<file path="config.mk">
export PLATFORM = sky130hd
export DESIGN_NAME = fixed_point_scale_with_remainder_core
export DESIGN_NICKNAME = d
export VERILOG_FILES = /design/src/rtl/core/fpsr_pkg.sv /design/src/rtl/core/fpsr_front.sv /design/src/rtl/core/fpsr_queue.sv /design/src/rtl/core/fpsr_back.sv /design/src/rtl/core/fixed_point_scale_with_remainder_core.sv
export SDC_FILE = /design/constraint.sdc
export NUM_CORES = 2
export LEC_CHECK = 0
export ABC_AREA = 1
export BUFFER_PORTS_ARGS = -buffer_cell sky130_fd_sc_hd__buf_2
export CELL_PAD_IN_SITES_DETAIL_PLACEMENT = 0
export CELL_PAD_IN_SITES_GLOBAL_PLACEMENT = 2
export CORE_UTILIZATION = 36
export DETAILED_ROUTE_END_ITERATION = 16
export PLACE_DENSITY_LB_ADDON = 0.1
export SYNTH_ARGS = -nofsm -noshare
export SYNTH_HDL_FRONTEND = slang
export SYNTH_HIERARCHICAL = 1
export SYNTH_SLANG_ARGS = --single-unit
export TNS_END_PERCENT = 10
</file>
<file path="constraint.sdc">
create_clock -name clk -period 9.1 [get_ports clk]
set_clock_uncertainty 0.15 [all_clocks]
set_input_delay 2.73 -clock clk [delete_from_list [all_inputs] [get_ports clk]]
set_output_delay 2.73 -clock clk [all_outputs]
set_load 0.02 [all_outputs]
</file>
<file path="src/rtl/core/fpsr_pkg.sv">
// Shared types and constants for the fixed-point scaler with remainder carry.
package fpsr_pkg;

  localparam int DATA_W      = 32;
  localparam int PROD_W      = 64;
  localparam int BASE_SHIFT  = 11;
  localparam int QUEUE_DEPTH = 2;

  // One classified word on its way from the front to the back.
  typedef struct packed {
    logic [PROD_W-1:0] product;
    logic [DATA_W-1:0] scale;
    logic              axis;
    logic              bypass;
  } entry_t;

endpackage

</file>
<file path="src/rtl/core/fpsr_front.sv">
// Front stage: accepts input words, forms the product and flags uncorrected scales.
module fpsr_front #(
  parameter int FRACTION_BITS = 16
) (
  input  logic                        clk,
  input  logic                        rst,
  input  logic                        valid,
  output logic                        stall,
  input  logic [fpsr_pkg::DATA_W-1:0] delta,
  input  logic [fpsr_pkg::DATA_W-1:0] scale,
  input  logic                        axis_select,
  input  logic [fpsr_pkg::DATA_W-1:0] base_scale_word,
  output logic                        push,
  input  logic                        push_ready,
  output fpsr_pkg::entry_t            entry
);

  localparam int PW = fpsr_pkg::PROD_W;

  logic                               held;
  logic signed [fpsr_pkg::PROD_W-1:0] product;
  logic [fpsr_pkg::DATA_W-1:0]        base_scaled;
  logic                               bypass;

  assign base_scaled = {base_scale_word[fpsr_pkg::DATA_W-1-fpsr_pkg::BASE_SHIFT:0],
                        {fpsr_pkg::BASE_SHIFT{1'b0}}};
  assign product     = PW'($signed(delta)) * PW'($signed(scale));
  assign bypass      = (scale == base_scaled) || (scale[FRACTION_BITS-1:0] == '0);

  assign push  = held;
  assign stall = held && !push_ready;

  always_ff @(posedge clk) begin
    if (rst) begin
      held <= 1'b0;
    end else if (!stall) begin
      held <= valid;
    end
  end

  always_ff @(posedge clk) begin
    if (valid && !stall) begin
      entry.product <= product;
      entry.scale   <= scale;
      entry.axis    <= axis_select;
      entry.bypass  <= bypass;
    end
  end

endmodule

</file>
<file path="src/rtl/core/fpsr_queue.sv">
// Two-entry queue between the front and back stages.
module fpsr_queue (
  input  logic             clk,
  input  logic             rst,
  input  logic             push,
  output logic             push_ready,
  input  fpsr_pkg::entry_t push_entry,
  output logic             pop_valid,
  input  logic             pop,
  output fpsr_pkg::entry_t pop_entry
);

  localparam int PTR_W = $clog2(fpsr_pkg::QUEUE_DEPTH);
  localparam int CNT_W = $clog2(fpsr_pkg::QUEUE_DEPTH + 1);

  fpsr_pkg::entry_t slots [fpsr_pkg::QUEUE_DEPTH];
  logic [PTR_W-1:0] wr_ptr;
  logic [PTR_W-1:0] rd_ptr;
  logic [CNT_W-1:0] count;
  logic             do_push;
  logic             do_pop;
  logic             full;

  assign full       = (count == CNT_W'(fpsr_pkg::QUEUE_DEPTH));
  assign pop_valid  = (count != '0);
  assign do_pop     = pop && pop_valid;
  // a full queue still takes a word in the cycle it drops one
  assign push_ready = !full || do_pop;
  assign do_push    = push && push_ready;
  assign pop_entry  = slots[rd_ptr];

  always_ff @(posedge clk) begin
    if (rst) begin
      wr_ptr <= '0;
      rd_ptr <= '0;
      count  <= '0;
    end else begin
      if (do_push) begin
        wr_ptr <= (wr_ptr == PTR_W'(fpsr_pkg::QUEUE_DEPTH - 1)) ? '0 : wr_ptr + 1'b1;
      end
      if (do_pop) begin
        rd_ptr <= (rd_ptr == PTR_W'(fpsr_pkg::QUEUE_DEPTH - 1)) ? '0 : rd_ptr + 1'b1;
      end
      case ({do_push, do_pop})
        2'b10:   count <= count + 1'b1;
        2'b01:   count <= count - 1'b1;
        default: count <= count;
      endcase
    end
  end

  always_ff @(posedge clk) begin
    if (do_push) begin
      slots[wr_ptr] <= push_entry;
    end
  end

endmodule

</file>
<file path="src/rtl/core/fpsr_back.sv">
// Back stage: remainder carry, truncating divide and the output register.
module fpsr_back #(
  parameter int FRACTION_BITS = 16
) (
  input  logic                        clk,
  input  logic                        rst,
  input  logic                        pop_valid,
  output logic                        pop,
  input  fpsr_pkg::entry_t            pop_entry,
  output logic                        scaled_valid,
  input  logic                        scaled_stall,
  output logic [fpsr_pkg::DATA_W-1:0] scaled_delta
);

  localparam int PW = fpsr_pkg::PROD_W;
  localparam int DW = fpsr_pkg::DATA_W;

  logic [PW-1:0] remainder [2];
  logic [DW-1:0] tracked_scale;
  logic          tracking_active;

  logic          take;
  logic          change;
  logic [PW-1:0] rem_sel;
  logic [PW-1:0] sum;
  logic [PW-1:0] floor_q;
  logic          round_up;
  logic [DW-1:0] q;
  logic [PW-1:0] rem_next;
  logic [DW-1:0] result;

  assign pop  = !scaled_valid || !scaled_stall;
  assign take = pop && pop_valid;

  always_comb begin
    change   = !tracking_active || (tracked_scale != pop_entry.scale);
    rem_sel  = change ? '0 : remainder[pop_entry.axis];
    sum      = pop_entry.product + rem_sel;
    floor_q  = PW'($signed(sum) >>> FRACTION_BITS);
    // truncate toward zero: negative sums with a fraction round up
    round_up = sum[PW-1] && (sum[FRACTION_BITS-1:0] != '0);
    q        = floor_q[DW-1:0] + DW'(round_up);
    rem_next = sum - ({{(PW-DW){q[DW-1]}}, q} << FRACTION_BITS);
    if (pop_entry.bypass) begin
      result = pop_entry.product[DW-1+FRACTION_BITS:FRACTION_BITS];
    end else begin
      result = q;
    end
  end

  always_ff @(posedge clk) begin
    if (rst) begin
      scaled_valid    <= 1'b0;
      remainder[0]    <= '0;
      remainder[1]    <= '0;
      tracked_scale   <= '0;
      tracking_active <= 1'b0;
    end else begin
      if (pop) begin
        scaled_valid <= pop_valid;
      end
      if (take) begin
        if (pop_entry.bypass) begin
          remainder[0]    <= '0;
          remainder[1]    <= '0;
          tracked_scale   <= '0;
          tracking_active <= 1'b0;
        end else begin
          tracked_scale   <= pop_entry.scale;
          tracking_active <= 1'b1;
          remainder[pop_entry.axis] <= rem_next;
          if (change) begin
            remainder[!pop_entry.axis] <= '0;
          end
        end
      end
    end
  end

  always_ff @(posedge clk) begin
    if (take) begin
      scaled_delta <= result;
    end
  end

endmodule

</file>
<file path="src/rtl/core/fixed_point_scale_with_remainder_core.sv">
// Fixed-point motion scaler with per-axis remainder carry, top level.
// A result word passes the front register, a queue slot and the output register.
// Throughput: one word per cycle while scaled_stall is low; the per-axis remainder
// add and divide in the back stage closes its loop through the remainder registers.
// Reset (synchronous, active high) clears remainders, scale tracking, the base
// scale word, the queue and both valid flags.
module fixed_point_scale_with_remainder_core #(
  parameter int FRACTION_BITS = 16
) (
  input  logic                        clk,
  input  logic                        rst,
  input  logic                        base_scale_word_we,
  input  logic [fpsr_pkg::DATA_W-1:0] base_scale_word,
  input  logic                        valid,
  output logic                        stall,
  input  logic [fpsr_pkg::DATA_W-1:0] delta,
  input  logic [fpsr_pkg::DATA_W-1:0] scale,
  input  logic                        axis_select,
  output logic                        scaled_valid,
  input  logic                        scaled_stall,
  output logic [fpsr_pkg::DATA_W-1:0] scaled_delta
);

  logic [fpsr_pkg::DATA_W-1:0] base_reg;
  logic                        push;
  logic                        push_ready;
  fpsr_pkg::entry_t            push_entry;
  logic                        pop_valid;
  logic                        pop;
  fpsr_pkg::entry_t            pop_entry;

  always_ff @(posedge clk) begin
    if (rst) begin
      base_reg <= '0;
    end else if (base_scale_word_we) begin
      base_reg <= base_scale_word;
    end
  end

  fpsr_front #(
    .FRACTION_BITS(FRACTION_BITS)
  ) u_front (
    .clk            (clk),
    .rst            (rst),
    .valid          (valid),
    .stall          (stall),
    .delta          (delta),
    .scale          (scale),
    .axis_select    (axis_select),
    .base_scale_word(base_reg),
    .push           (push),
    .push_ready     (push_ready),
    .entry          (push_entry)
  );

  fpsr_queue u_queue (
    .clk       (clk),
    .rst       (rst),
    .push      (push),
    .push_ready(push_ready),
    .push_entry(push_entry),
    .pop_valid (pop_valid),
    .pop       (pop),
    .pop_entry (pop_entry)
  );

  fpsr_back #(
    .FRACTION_BITS(FRACTION_BITS)
  ) u_back (
    .clk         (clk),
    .rst         (rst),
    .pop_valid   (pop_valid),
    .pop         (pop),
    .pop_entry   (pop_entry),
    .scaled_valid(scaled_valid),
    .scaled_stall(scaled_stall),
    .scaled_delta(scaled_delta)
  );

endmodule

</file>
# == Word-level counts from Yosys, hierarchy flattened ==
# Memory sizes are Yosys's and may differ from the RTL's. A register that Yosys moved wholly into a read port is not among the register bits.
# Index checks and enable logic that the tools add are counted.
# word_totals
ff_bits,190
mem_bits_rw,324
in_bits,102
elab_cells,85
n_memories,2
# classes
add_sub_neg,7
n_mul,1
eq_ne,5
n_mux,33
bitwise,2
n_reduce_logical,22
# mem_list
name,depth,word_bits,read_ports,rd_clocked_by_memory_dff,wr,line_no,text
u_queue.slots,2,98,1,1,1,fpsr_queue.sv:16,fpsr_pkg::entry_t slots [fpsr_pkg::QUEUE_DEPTH];
u_back.remainder,2,64,1,0,2,fpsr_back.sv:18,logic [PW-1:0] remainder [2];
# op_table
operator,n
64-bit 2-to-1 mux,5
64-bit OR reduction,2
64-bit adder,1
32-bit by 32-bit multiplier with 64-bit output,1
32-bit 2-to-1 mux,2
64-bit subtractor,1
32-bit by 1-bit adder with 32-bit output,1
32-bit equality test,1
32-bit != test,1
1-bit 2-to-1 mux,25
16-bit zero test,1
16-bit nonzero test,1
1-bit zero test,7
1-bit logical AND,5
"2-bit equality test, second input constant",2
1-bit logical OR,4
2-bit one-hot mux with 2 select lines,1
2-bit nonzero test,2
"1-bit adder, second input constant",2
"2-bit by 1-bit adder with 2-bit output, second input constant",1
"2-bit by 1-bit equality test with 1-bit output, second input constant",1
1-bit OR,2
"2-bit by 1-bit subtractor with 2-bit output, second input constant",1

# == Logic depth before layout (Yosys ltp) ==
# depth
word_depth,9
mapped_depth,59

# == Modules after synthesis ==
# Netlist, hierarchy kept.
# by_module_without_submodules
mod,instances,cells_per_inst,area_each_um2,seq_area_each_um2
fpsr_front,1,5157,41984.0,2962.8
fpsr_back,1,3149,18596.6,4204.0
fpsr_queue,1,342,7383.3,5985.7
fixed_point_scale_with_remainder_core,1,203,1338.8,640.6

# == Worst setup path after synthesis ==
# Ideal clock, no wire load.
# synth_path
path_type,input -> register
startpoint,input port scale[7] (netlist bit)
endpoint,register u_front/entry[89] (netlist bit) (data pin)
t_arrival_ps,9328
path_slack_ps,-631
cell_stages,26
n_path_buf,2
cell_sequence,clkbuf_1 -> clkbuf_1 -> nand2_1 -> inv_1 -> fa_1 -> inv_1 -> fa_1 -> inv_1 -> fa_1 -> fa_1 -> inv_1 -> fa_1 -> inv_1 -> fa_1 -> inv_1 -> fa_1 -> fa_1 -> inv_1 -> ha_1 -> nand2_1 -> nor2_1 -> nand2_2 -> nor4_2 -> nand2_1 -> nand4_1 -> nand2_1
# synth_between
elab_chain_len,1
# synth_rtl
item,line_no,text
start: declaration,fixed_point_scale_with_remainder_core.sv:17,"input logic [fpsr_pkg::DATA_W-1:0] scale,"
32-bit by 32-bit multiplier with 64-bit output,fpsr_front.sv:27,assign product = PW'($signed(delta)) * PW'($signed(scale));
net u_front.product (one bit),fpsr_front.sv:21,logic signed [fpsr_pkg::PROD_W-1:0] product;
end: declaration,fpsr_front.sv:15,output fpsr_pkg::entry_t entry
# The timed path passes the listed nets, and every way through them passes these cells.
# A chain may end at the register's enable or synchronous reset.

# == Worst setup path in the final report ==
# layout_path
startpoint,input port scale[14] (netlist bit)
endpoint,register u_front/entry[79] (netlist bit) (data pin)
# Same word-level chain as after synthesis.

==> flow_summary.ini <==
[timing]
rsz0062_at_grt = true
fmax_ghz = 0.112
min_period_over_period = 0.980
setup_viol = 0
maxSlewViolCount = 0
slew_headroom = 0.216
period_minus_slack_ps = 8920
holdWs_ps = 289
finalHoldViolCount = 0
worst_pin_slew_ps = 1180

[clock_network]
cts_tree = done
cts_root_buffer = clkbuf_16
cts_hold_buf = 0
clkTransAtPathRegs_ps = 60
cts_buffers = 59
clk_latency_ps = 700
cts_sinks = 515
clockBufferDepth = 3
htree_num_levels = 2

[floorplanning]
boundaryPins = 136
core_mm2 = 0.190
die_h_um = 439
dieArea_mm2 = 0.193
die_w_um = 439
initial_core_util = 0.362
num_rows = 160

[worst_setup_path]
critPathKind = input pin to flop
crit_fanout = 20
crit_arrival_ps = 9170
r2r_end = u_back/remainder[0][60]$_SDFFE_PP0P_
worst_setup_path_start_kind = input pin
crit_end = u_front/entry[79]$_DFFE_PP_
critPathCaptureType = flop
crit_start = scale[14]
max_stage_delay_ps = 590
cpMaxStageDelayCell = fa_2
r2r_slack_ps = 500
reg2regPathDepth = 56
cp.required_ps = 9350

[final_layout]
syn2layout_area_growth_pct = 21.9
stdcell_area_mm2 = 0.0840
final_common_cell = nand2_1
reg_top3 = u_queue/slots (196), u_back/remainder (128), u_front/entry (98)
final_cell_mix = nand2_1, inv_1, fa_1
drive_gt1_frac = 0.199
largest-register = u_queue/slots
largest_reg_flops = 196
layout.nets = 11241

[hold_path]
worst_hold_path_type = flop to flop

[global_routing]
antenna_found_initial = 2
grt_use_total = 0.251
overflow = 0
grt_pass1_wl_mm = 367
grt_max_degree = 58
grt_pass1_vias = 60794

[drt]
drtIter0Drc = 2760
route.detailed.wl_per_inst_um = 19.3
vias = 57011
first_pass_iters = 6
routed_wl_mm = 238
drt-vias-per-instance = 4.63
route.antenna.remaining_nets = 0
route.detailed.drc = 0

[synthesis]
yosys_warnings = 6
synth_area_per_cell_um2 = 7.84
postSynthCellCount = 8784
syn_area_mm2 = 0.0689
syn_nets = 10260

[job]
maxCapViolations = 0

[place]
post-dp-hpwl_mm = 205
placed_area_mm2 = 0.0805
port_buffers = 124
routabilityCongestion = 0.933

[run_status]
status = finished, final reports clean
==> worst max-delay path: cells and delay by family <==
kind            cells  cell delay (ps)
fa+ha+maj           9             4490
buf+inv            11             1080
simple gates        7              640
compound gates      1              200
==> per-stage QoR <==
step,std cells,TNS (ps),setup slack (ps),utilization
floorplan,8784,-1310,-134,-
global placement,12203,-49180,-951,0.424
detailed placement,12203,-46750,-953,0.424
CTS,12313,0,5.39,0.435
global route,12326,-436,-87.4,0.442
finish,12326,0,181,0.442
==> metal layers <==
| layer | vias up | part of all wire | track usage |
|---|---|---|---|
| met5 | - | 0 | 0 |
| li1 | 27840 | - | - |
| met1 | 28155 | 0.45 | 0.329 |
| met4 | 0 | 0.022 | 0.0534 |
| met2 | 809 | 0.51 | 0.452 |
| met3 | 207 | 0.025 | 0.0158 |
==> area by class of cell <==
type | count | area, µm²
Multi-Input combinational cell | 5790 | 47100
Clock inverter | 40 | 500
Timing Repair Buffer | 1234 | 9950
Clock buffer | 70 | 1550
Inverter | 2165 | 8140
Sequential cell | 515 | 13600
Fill cell | 19450 | 106000
Tap cell | 2511 | 3140
Antenna cell | 1 | 2.50
==> worst min path at each step <==
stage	from	to	slack, ps	cells after the start
floorplan	u_front/entry[0]$_DFFE_PP_	u_queue/slots[0][0]$_DFFE_PP_	270	0
global placement	u_front/entry[10]$_DFFE_PP_	u_queue/slots[0][10]$_DFFE_PP_	270	0
detailed placement	u_front/entry[94]$_DFFE_PP_	u_queue/slots[0][94]$_DFFE_PP_	280	0
CTS	u_front/entry[68]$_DFFE_PP_	u_queue/slots[1][68]$_DFFE_PP_	290	0
global route	u_front/entry[94]$_DFFE_PP_	u_queue/slots[1][94]$_DFFE_PP_	300	0
finish	u_front/entry[68]$_DFFE_PP_	u_queue/slots[1][68]$_DFFE_PP_	290	0
==> timing repair <==
item,4_1_cts,5_1_grt
endpoints found under the setup margin,91,117
resized for setup,30,314
setup buffers,0,13
pin swaps,3,48
Power is not shown: default switching activity piles up to over one toggle a cycle in this logic, so the estimate is an artifact.
